<file path="src/rtl/core/dbhs_pkg.sv">
// Package for the handshake greeting validator: beat types, parse phases,
// verdict codes and the printable-character check. No dependencies.
`default_nettype none

package dbhs_pkg;

    localparam int unsigned POS_W   = 25;
    localparam int unsigned VLEN_W  = 24;
    localparam int unsigned VERD_W  = 2;
    localparam int unsigned SKIP_W  = 3;

    // fixed header values and printable character bounds
    localparam logic [7:0] PROTO_VERSION = 8'h0A;
    localparam logic [7:0] SEQ_ZERO      = 8'h00;
    localparam logic [7:0] STR_END       = 8'h00;
    localparam logic [7:0] PRINT_LO      = 8'h20;
    localparam logic [7:0] PRINT_HI      = 8'h7E;

    // header byte offsets
    localparam logic [POS_W-1:0] POS_LEN0 = POS_W'(0);
    localparam logic [POS_W-1:0] POS_LEN1 = POS_W'(1);
    localparam logic [POS_W-1:0] POS_LEN2 = POS_W'(2);
    localparam logic [POS_W-1:0] POS_SEQ  = POS_W'(3);
    localparam logic [POS_W-1:0] POS_PROT = POS_W'(4);
    localparam logic [POS_W-1:0] POS_BODY = POS_W'(5);
    localparam logic [POS_W-1:0] POS_MAX  = {POS_W{1'b1}};

    // header bytes outside the length value: the length field and sequence byte
    localparam logic [POS_W-1:0] SPAN_EXTRA = POS_W'(4);

    localparam logic [SKIP_W-1:0] SKIP_FIRST  = SKIP_W'(4);
    localparam logic [SKIP_W-1:0] SKIP_SECOND = SKIP_W'(5);

    typedef enum logic [VERD_W-1:0] {
        VERD_IN_PROCESS = 2'd0,
        VERD_MATCH      = 2'd1,
        VERD_NO_MATCH   = 2'd2
    } t_verdict;

    typedef enum logic [2:0] {
        PH_HEADER  = 3'd0,
        PH_VERSION = 3'd1,
        PH_SKIP4   = 3'd2,
        PH_SECOND  = 3'd3,
        PH_SKIP5   = 3'd4,
        PH_NEED    = 3'd5,
        PH_DONE    = 3'd6
    } t_phase;

    // one input beat
    typedef struct packed {
        logic [7:0] data_byte;
        logic       last_byte;
        logic       from_responder;
        logic       empty_packet;
    } t_beat;

    // one result from the parser
    typedef struct packed {
        logic              valid;
        t_verdict          verdict;
        logic [VLEN_W-1:0] version_length;
    } t_result;

    function automatic logic is_printable(input logic [7:0] b);
        return (b >= PRINT_LO) && (b <= PRINT_HI);
    endfunction

endpackage

`default_nettype wire

</file>
<file path="src/rtl/core/db_handshake_greeting_validator.sv">
// Top level of the handshake greeting validator: input register, parser
// and result register with stream handshakes. Depends on dbhs_pkg, dbhs_parser.
`default_nettype none

// Checks a packet, one byte per beat, for a database server greeting and
// gives one result beat on the packet's last byte (tlast) or on an empty
// packet marker. The block takes one beat every clock cycle as long as the
// result side keeps up; a taken beat is held in the input register and its
// result then in the result register. Only the result register and the
// input register hold beats, so a stall on the result side stops intake
// once both are full. Non-last beats give no result beat.
module db_handshake_greeting_validator
    import dbhs_pkg::*;
(
    input  wire logic        i_clk,
    input  wire logic        i_rst_n,
    input  wire logic        s_axis_tvalid,
    output logic             s_axis_tready,
    input  wire logic [7:0]  s_axis_tdata,   // [7:0] data_byte
    input  wire logic        s_axis_tlast,   // last_byte
    input  wire logic [1:0]  s_axis_tuser,   // [0] from_responder, [1] empty_packet
    output logic             m_axis_tvalid,
    input  wire logic        m_axis_tready,
    output logic [31:0]      m_axis_tdata    // [1:0] verdict, [25:2] version_length
);

    logic    r_in_vld;
    t_beat   r_in;
    logic    r_out_vld;
    t_result r_out;

    logic    out_free;
    logic    step;
    t_result result;

    assign out_free      = !r_out_vld || m_axis_tready;
    assign step          = r_in_vld && out_free;
    assign s_axis_tready = !r_in_vld || out_free;

    dbhs_parser u_parser (
        .i_clk    (i_clk),
        .i_rst_n  (i_rst_n),
        .i_step   (step),
        .i_beat   (r_in),
        .o_result (result)
    );

    // input register
    always_ff @(posedge i_clk) begin
        if (!i_rst_n) begin
            r_in_vld <= 1'b0;
        end else if (s_axis_tready) begin
            r_in_vld <= s_axis_tvalid;
        end
        if (s_axis_tready && s_axis_tvalid) begin
            r_in.data_byte      <= s_axis_tdata;
            r_in.last_byte      <= s_axis_tlast;
            r_in.from_responder <= s_axis_tuser[0];
            r_in.empty_packet   <= s_axis_tuser[1];
        end
    end

    // result register
    always_ff @(posedge i_clk) begin
        if (!i_rst_n) begin
            r_out_vld <= 1'b0;
        end else if (out_free) begin
            r_out_vld <= result.valid;
        end
        if (out_free && result.valid) begin
            r_out <= result;
        end
    end

    assign m_axis_tvalid = r_out_vld;
    assign m_axis_tdata  = {6'd0, r_out.version_length, r_out.verdict};

endmodule

`default_nettype wire

</file>
<file path="src/rtl/core/dbhs_parser.sv">
// Greeting parser: holds the per-packet parse state and works out the
// result for the beat in the input register. Depends on dbhs_pkg.
`default_nettype none

module dbhs_parser
    import dbhs_pkg::*;
(
    input  wire logic    i_clk,
    input  wire logic    i_rst_n,
    input  wire logic    i_step,
    input  wire t_beat   i_beat,
    output t_result      o_result
);

    logic [POS_W-1:0]  r_pos,     n_pos;
    logic [POS_W-1:0]  r_span,    n_span;
    t_phase            r_phase,   n_phase;
    logic [SKIP_W-1:0] r_skip,    n_skip;
    logic [VLEN_W-1:0] r_vcount,  n_vcount;
    logic              r_failed,  n_failed;
    logic              r_match,   n_match;

    logic [SKIP_W-1:0] skip_inc;
    logic [POS_W:0]    total;
    logic              short_pkt;
    logic              span_over;
    logic              done;

    assign skip_inc  = r_skip + SKIP_W'(1);
    assign total     = {1'b0, r_pos} + (POS_W+1)'(1);
    assign short_pkt = r_pos < POS_PROT;
    assign span_over = {1'b0, r_span} > total;
    assign done      = i_beat.last_byte || i_beat.empty_packet;

    // next parse state for this beat
    always_comb begin
        n_pos    = r_pos;
        n_span   = r_span;
        n_phase  = r_phase;
        n_skip   = r_skip;
        n_vcount = r_vcount;
        n_failed = r_failed;
        n_match  = r_match;

        if (r_pos < POS_BODY) begin
            case (r_pos)
                POS_LEN0: n_span = {17'd0, i_beat.data_byte};
                POS_LEN1: n_span = r_span | {9'd0, i_beat.data_byte, 8'd0};
                POS_LEN2: n_span = (r_span | {1'b0, i_beat.data_byte, 16'd0}) + SPAN_EXTRA;
                POS_SEQ: begin
                    if (i_beat.data_byte != SEQ_ZERO) n_failed = 1'b1;
                end
                default: begin
                    if (i_beat.data_byte != PROTO_VERSION) n_failed = 1'b1;
                    n_phase = PH_VERSION;
                end
            endcase
        end else if ((r_pos < r_span) && !r_failed) begin
            case (r_phase)
                PH_VERSION: begin
                    if (i_beat.data_byte == STR_END) begin
                        n_vcount = r_pos[VLEN_W-1:0] - VLEN_W'(5);
                        n_skip   = '0;
                        n_phase  = PH_SKIP4;
                    end else if (!is_printable(i_beat.data_byte)) begin
                        n_failed = 1'b1;
                    end
                end
                PH_SKIP4: begin
                    n_skip = skip_inc;
                    if (skip_inc >= SKIP_FIRST) n_phase = PH_SECOND;
                end
                PH_SECOND: begin
                    if (i_beat.data_byte == STR_END) begin
                        n_skip  = '0;
                        n_phase = PH_SKIP5;
                    end else if (!is_printable(i_beat.data_byte)) begin
                        n_failed = 1'b1;
                    end
                end
                PH_SKIP5: begin
                    n_skip = skip_inc;
                    if (skip_inc >= SKIP_SECOND) n_phase = PH_NEED;
                end
                PH_NEED: begin
                    n_match = 1'b1;
                    n_phase = PH_DONE;
                end
                default: ;
            endcase
        end

        n_pos = (r_pos < POS_MAX) ? r_pos + POS_W'(1) : POS_MAX;
    end

    // result for a last or empty beat; span_over uses the held span, which
    // only differs from the new one while the packet is still short
    always_comb begin
        o_result.valid          = i_step && done;
        o_result.verdict        = VERD_IN_PROCESS;
        o_result.version_length = '0;
        if (i_beat.empty_packet || !i_beat.from_responder) begin
            o_result.verdict = VERD_IN_PROCESS;
        end else if (short_pkt || span_over || n_failed || !n_match) begin
            o_result.verdict = VERD_NO_MATCH;
        end else begin
            o_result.verdict        = VERD_MATCH;
            o_result.version_length = n_vcount;
        end
    end

    // parse state; cleared after each result
    always_ff @(posedge i_clk) begin
        if (!i_rst_n || (i_step && done)) begin
            r_pos    <= '0;
            r_span   <= '0;
            r_phase  <= PH_HEADER;
            r_skip   <= '0;
            r_vcount <= '0;
            r_failed <= 1'b0;
            r_match  <= 1'b0;
        end else if (i_step) begin
            r_pos    <= n_pos;
            r_span   <= n_span;
            r_phase  <= n_phase;
            r_skip   <= n_skip;
            r_vcount <= n_vcount;
            r_failed <= n_failed;
            r_match  <= n_match;
        end
    end

endmodule

`default_nettype wire

</file>
<file path="config.mk">
export PLATFORM = sky130hd
export DESIGN_NAME = db_handshake_greeting_validator
export DESIGN_NICKNAME = d
export VERILOG_FILES = /design/src/rtl/core/dbhs_pkg.sv /design/src/rtl/core/db_handshake_greeting_validator.sv /design/src/rtl/core/dbhs_parser.sv
export SDC_FILE = /design/constraint.sdc
export NUM_CORES = 1
export LEC_CHECK = 0
export BUFFER_PORTS_ARGS = -buffer_cell sky130_fd_sc_hd__buf_2
export CAP_MARGIN = 40
export CORE_AREA = 2 2 231 119
export CTS_CLUSTER_SIZE = 25
export DETAILED_ROUTE_END_ITERATION = 10
export DIE_AREA = 0 0 233 121
export PLACE_DENSITY = 0.54
export SYNTH_ARGS = -nofsm -noshare
export SYNTH_HDL_FRONTEND = slang
export SYNTH_HIERARCHICAL = 1
export SYNTH_SLANG_ARGS = --single-unit
</file>
<file path="constraint.sdc">
create_clock -name i_clk -period 11.2 [get_ports i_clk]
set_input_delay 2.24 -clock i_clk [delete_from_list [all_inputs] [get_ports i_clk]]
set_output_delay 2.24 -clock i_clk [all_outputs]
set_load 0.05 [all_outputs]
</file>
Yosys cells after proc, flatten, opt, wreduce, memory -nomap -nowiden
Index checks and enable logic that the tools add are counted.
Word-level totals
  output and inout port bits: 34
  bits of input ports: 15
  word-level logic and storage cells: 110
  flip-flop bits (word level): 121
Cells by class
  bitwise operators: 3
  mux-type cells: 28
  equal/unequal tests: 15
  $add $sub $neg: 5
  reduce and logical (&&, ||, !) cells: 35
  $lt $le $gt $ge: 9
Operators with widths (count)
  $mux W24: 4
  $pmux W25 S3: 1
  $eq A25 B2 Y1 const B: 2
  $lt A25 B3 Y1 const B: 2
  $add A25 B1 Y26 const B: 1
  $gt A25 B26 Y1: 1
  $add A25 B1 Y25 const B: 1
  $add A25 B3 Y25 const B: 1
  $eq A25 B1 Y1 const B: 1
  $logic_not A25 Y1: 1
  $lt A25 B25 Y1: 1
  $lt A25 B25 Y1 const B: 1
  $mux W25: 1
  $or A25 B16 Y25: 1
  $or A25 B24 Y25: 1
  $mux W3: 8
  $sub A24 B3 Y24 const B: 1
  $pmux W3 S5: 1
  $ne A3 B1 Y1 const B: 4
  $mux W1: 10
  $ge A8 B6 Y1 const B: 1
  $le A8 B7 Y1 const B: 1
  $logic_not A8 Y1: 1
  $logic_or A1 B1 Y1: 8
  other kinds (24): 40

Longest topological paths before layout
  word-level depth: 10
  depth in mapped cells: 18
  mapped depth without buffers: 15

Cells and area by module
Netlist, hierarchy kept.
Modules (own cells, without submodules)
  dbhs_parser: area an instance 6486.2 sq um, seq. area each 1641.6 sq um, cells an instance 852, instances 1
  db_handshake_greeting_validator: area an instance 1260.0 sq um, seq. area each 1151.1 sq um, cells an instance 54, instances 1

Worst setup path after synthesis
No wires, ideal clock.
  path type: input to output
  start: input port m_axis_tready
  end: output port s_axis_tready
  path slack: 6285 ps
  stages on the path: 2
  arrival time: 2675 ps
  cell sequence: nor2b_4 nand2_1
On the way
  longest elaborated chain between the ends: 2
RTL lines
  start, declared: RTL line db_handshake_greeting_validator.sv:23  | input wire logic m_axis_tready,
  $logic_or A1 B1 Y1: RTL line db_handshake_greeting_validator.sv:36  | assign out_free = !r_out_vld || m_axis_tready;
  $logic_or A1 B1 Y1: RTL line db_handshake_greeting_validator.sv:38  | assign s_axis_tready = !r_in_vld || out_free;
  end, declared: RTL line db_handshake_greeting_validator.sv:18  | output logic s_axis_tready,
No other way between the ends.

Worst setup path in the final report
Same ends and word-level chain as after synthesis.

==> impl_results.md <==
- Status: completed
- Yosys cell types: 62
- CTS H-tree depth: 4
- Final hold violations: 0
- Worst Hold Class: flip-flop to flip-flop
- Arrival @ worst endpoint: around 2800 ps
- CTS resizes: 0
- GR Overflow Total: 0
- Area grow syn2layout: 13.9%
- GRT Overall Usage: 0.150
- Pint: 899 uW
- Vias in the first global route: 6177
- Most frequent CP cell: buf_2
- Initial Util: 0.297
- Clk_lat worst skew: 420 ps
- DRT antenna net count: 0
- IO Port Bufs: 42
- Die area: 28200 um^2
- DP HPWL: 14900 um
- Dpl ws: about 6200 ps
- Clk buf depth: 2
- Post-Syn Area: roughly 7700 um^2
- Initial antenna violation count: 4
- Post-CTS Setup Inserts: 0
- Worst Clk Skew: 11.5 ps
- Hold-fix buffers, CTS: 0
- Clk Tree Root Cell: clkbuf_16
- Drt drc: 0
- Routed len/inst: 15.8 um
- Placer Congestion: roughly 0.83
- Fin crit share: 0.449
- CP Launch Type: input port
- Switching Share: 0.273
- Initial DRC Count: 591
- Setup TNS: 0 ps
- Worst path max stage delay: 210 ps
- Std-Cell Rows: 42
- Pre-Repair DR Iteration Count: 5
- Final cell count without fillers: between 1k and 1.5k
- Final WS setup: roughly 6200 ps
- CTS tree: done
- Wire length of the first global-routing pass: 33300 um
- Final WL: 20400 um
- Pin count of the biggest net entering global routing: 47
- Slowest-stage cell, CP: buf_2
- Max cap viols: 0
- Psw: about 340 uW
- Minimum clock period: 5030 ps
- Synth Warn #: 6
- Fillers: 2647
- Critical path class: input port to output port
- Core area: 26100 um^2
- Clock-pin slew on the worst setup and hold paths: ~60 ps
- Crit end category: output port
- Die width: 233 um
- CP max FO: 6
- Seq pwr share: 0.388
- Combinational share of power: 0.128
- RSZ-0062 raised after global routing: false
- Lkg Pwr: 3.26 nW
- Max Clk Rate: between 150 and 200 MHz
- Post-synth ARST share: 0
- Clock group share of total power: 0.484
- Slew @ Worst Pin: 773 ps
- Commonest cells after routing, fill and taps aside: nor2_1 (115), dfxtp_1 (84), a21oi_1 (64)
- Io pins: 49
- Avg Inst Size Synth: 8.55 um^2
- Num Clock Sinks: 121
- Vias per cell: 5.14
- CTS buffer count: 17
- CP Buf/Inv Count: 2
- Commonest non-fill, non-tap cell in the layout: nor2_1
- Slew margin rel.: 0.478
- # nets final: 991
- Post-Synthesis Cells: a little over 900
- Slew Viols, Final: 0
- Crit-path cells: buf_2 -> nor2b_4 -> nand2_1 -> buf_2
- Pwr/cell area: about 140 nW/um^2
- Final Setup Violations: 0
- Vias: 6611
- Delay-heaviest family, CP: buffers and inverters
- Worst Path Required: 8960 ps
- Dpl cells: ~1.3k
- Die height: ~120 um
- Layout cells sized above 1: 0.123
- Top FF cell, synth: dfxtp_1
- FF-to-FF setup slack: 6600 ps
- Peak supply drop: around 0.084 mV
- Seq cells post-synth: 121
- Register area share after synthesis: 0.361
- Post-synth EDFFs: 37
==> registers in the layout, summed over array words and instances, names as in the netlist, 3 cells and up <==
name and count:
m_axis_tdata 26, u_parser/r_pos 25, u_parser/r_span 25, u_parser/r_vcount 24, r_in 11, u_parser/r_phase 3
u_parser/r_skip 3
==> final cells by class <==
cell class,instances,area [um^2],share of cell area
well taps,352,440,0.0499
inverters,42,158,0.0179
diodes,5,12.5,0.00142
multi-input cells,682,4470,0.507
clock inverters,14,208,0.0235
flip-flops and latches,121,2790,0.317
clock buffers,18,439,0.0498
repair buffers,53,300,0.0340
==> routing by layer <==
| layer | track usage | routed length [um] |
|---|---|---|
| met3 | 0.0406 | 1110 |
| met2 | 0.225 | 8660 |
| met5 | 0 | 13 |
| met4 | 0.0462 | 289 |
| met1 | 0.208 | 10300 |
==> worst register-to-register path: stages, from the launching register on <==
cell and delay [ps]:
dfxtp_1 470, ha_1 440, nand3_1 210, nor2_1 300
and3_1 370, nand4_1 210, xor2_1 210, ha_1 310
nand4_1 100, or3_1 380, o21ai_0 270, a211oi_1 70
o31ai_1 330, or3_1 170, buf_4 360, a211oi_1 100
==> synth_stat cells (16+ instances only) <==
master | number | area, um^2
a211oi_1 | 36 | 270
xor2_1 | 21 | 184
nor3_1 | 18 | 90.1
nand3_1 | 34 | 170
edfxtp_1 | 37 | 1110
nor2_1 | 115 | 432
clkbuf_1 | 42 | 158
nand4_1 | 16 | 100
a21oi_1 | 64 | 320
inv_1 | 42 | 158
o21ai_0 | 46 | 230
nand2_1 | 58 | 218
a211oi_2 | 16 | 200
dfxtp_1 | 84 | 1680
and3_1 | 16 | 100
xnor2_1 | 25 | 219
ha_1 | 59 | 738
==> kinds of logic (layout without fill, tap and decap cells) <==
group           after synthesis  in the layout  synth area share
simple gates                334            334             0.214
compound gates              225            225             0.196
flops                       121            121             0.361
buf+inv                     108            127            0.0656
fa+ha+maj                    59             59            0.0953
xor+xnor                     46             46            0.0520
mux                          12             12            0.0155
other cells                   1             11          0.000484
==> worst paths after layout <==
| check | from | endpoint | cells past startpoint |
|---|---|---|---|
| setup / recovery | m_axis_tready | s_axis_tready | 4 |
| setup reg to reg | u_parser/r_pos[1] | m_axis_tdata[6] | 15 |
| hold / removal | u_parser/r_vcount[0] | u_parser/r_vcount[0] | 2 |
| hold reg to reg | u_parser/r_vcount[0] | u_parser/r_vcount[0] | 2 |
==> power groups by stage <==
stage	logic (mW)	clock network, mW	registers, mW
final	0.159	0.599	0.480
after global routing	0.175	0.630	0.482
after CTS	0.159	0.611	0.480
after detailed placement	0.158	0	0.489
after global placement	0.155	0	0.489
after floorplan	0.107	0	0.499
==> stage by stage <==
step                 util  area, um^2  hold slack (ps)  total power, mW
finish              0.338        8820              476             1.24
CTS                 0.337        8810              474             1.25
detailed placement  0.313        8160              463            0.648
floorplan               -        7760              439            0.606
global placement    0.311        8130              454            0.644
global route        0.337        8810              511             1.29
(Power assumes the default switching activity.)
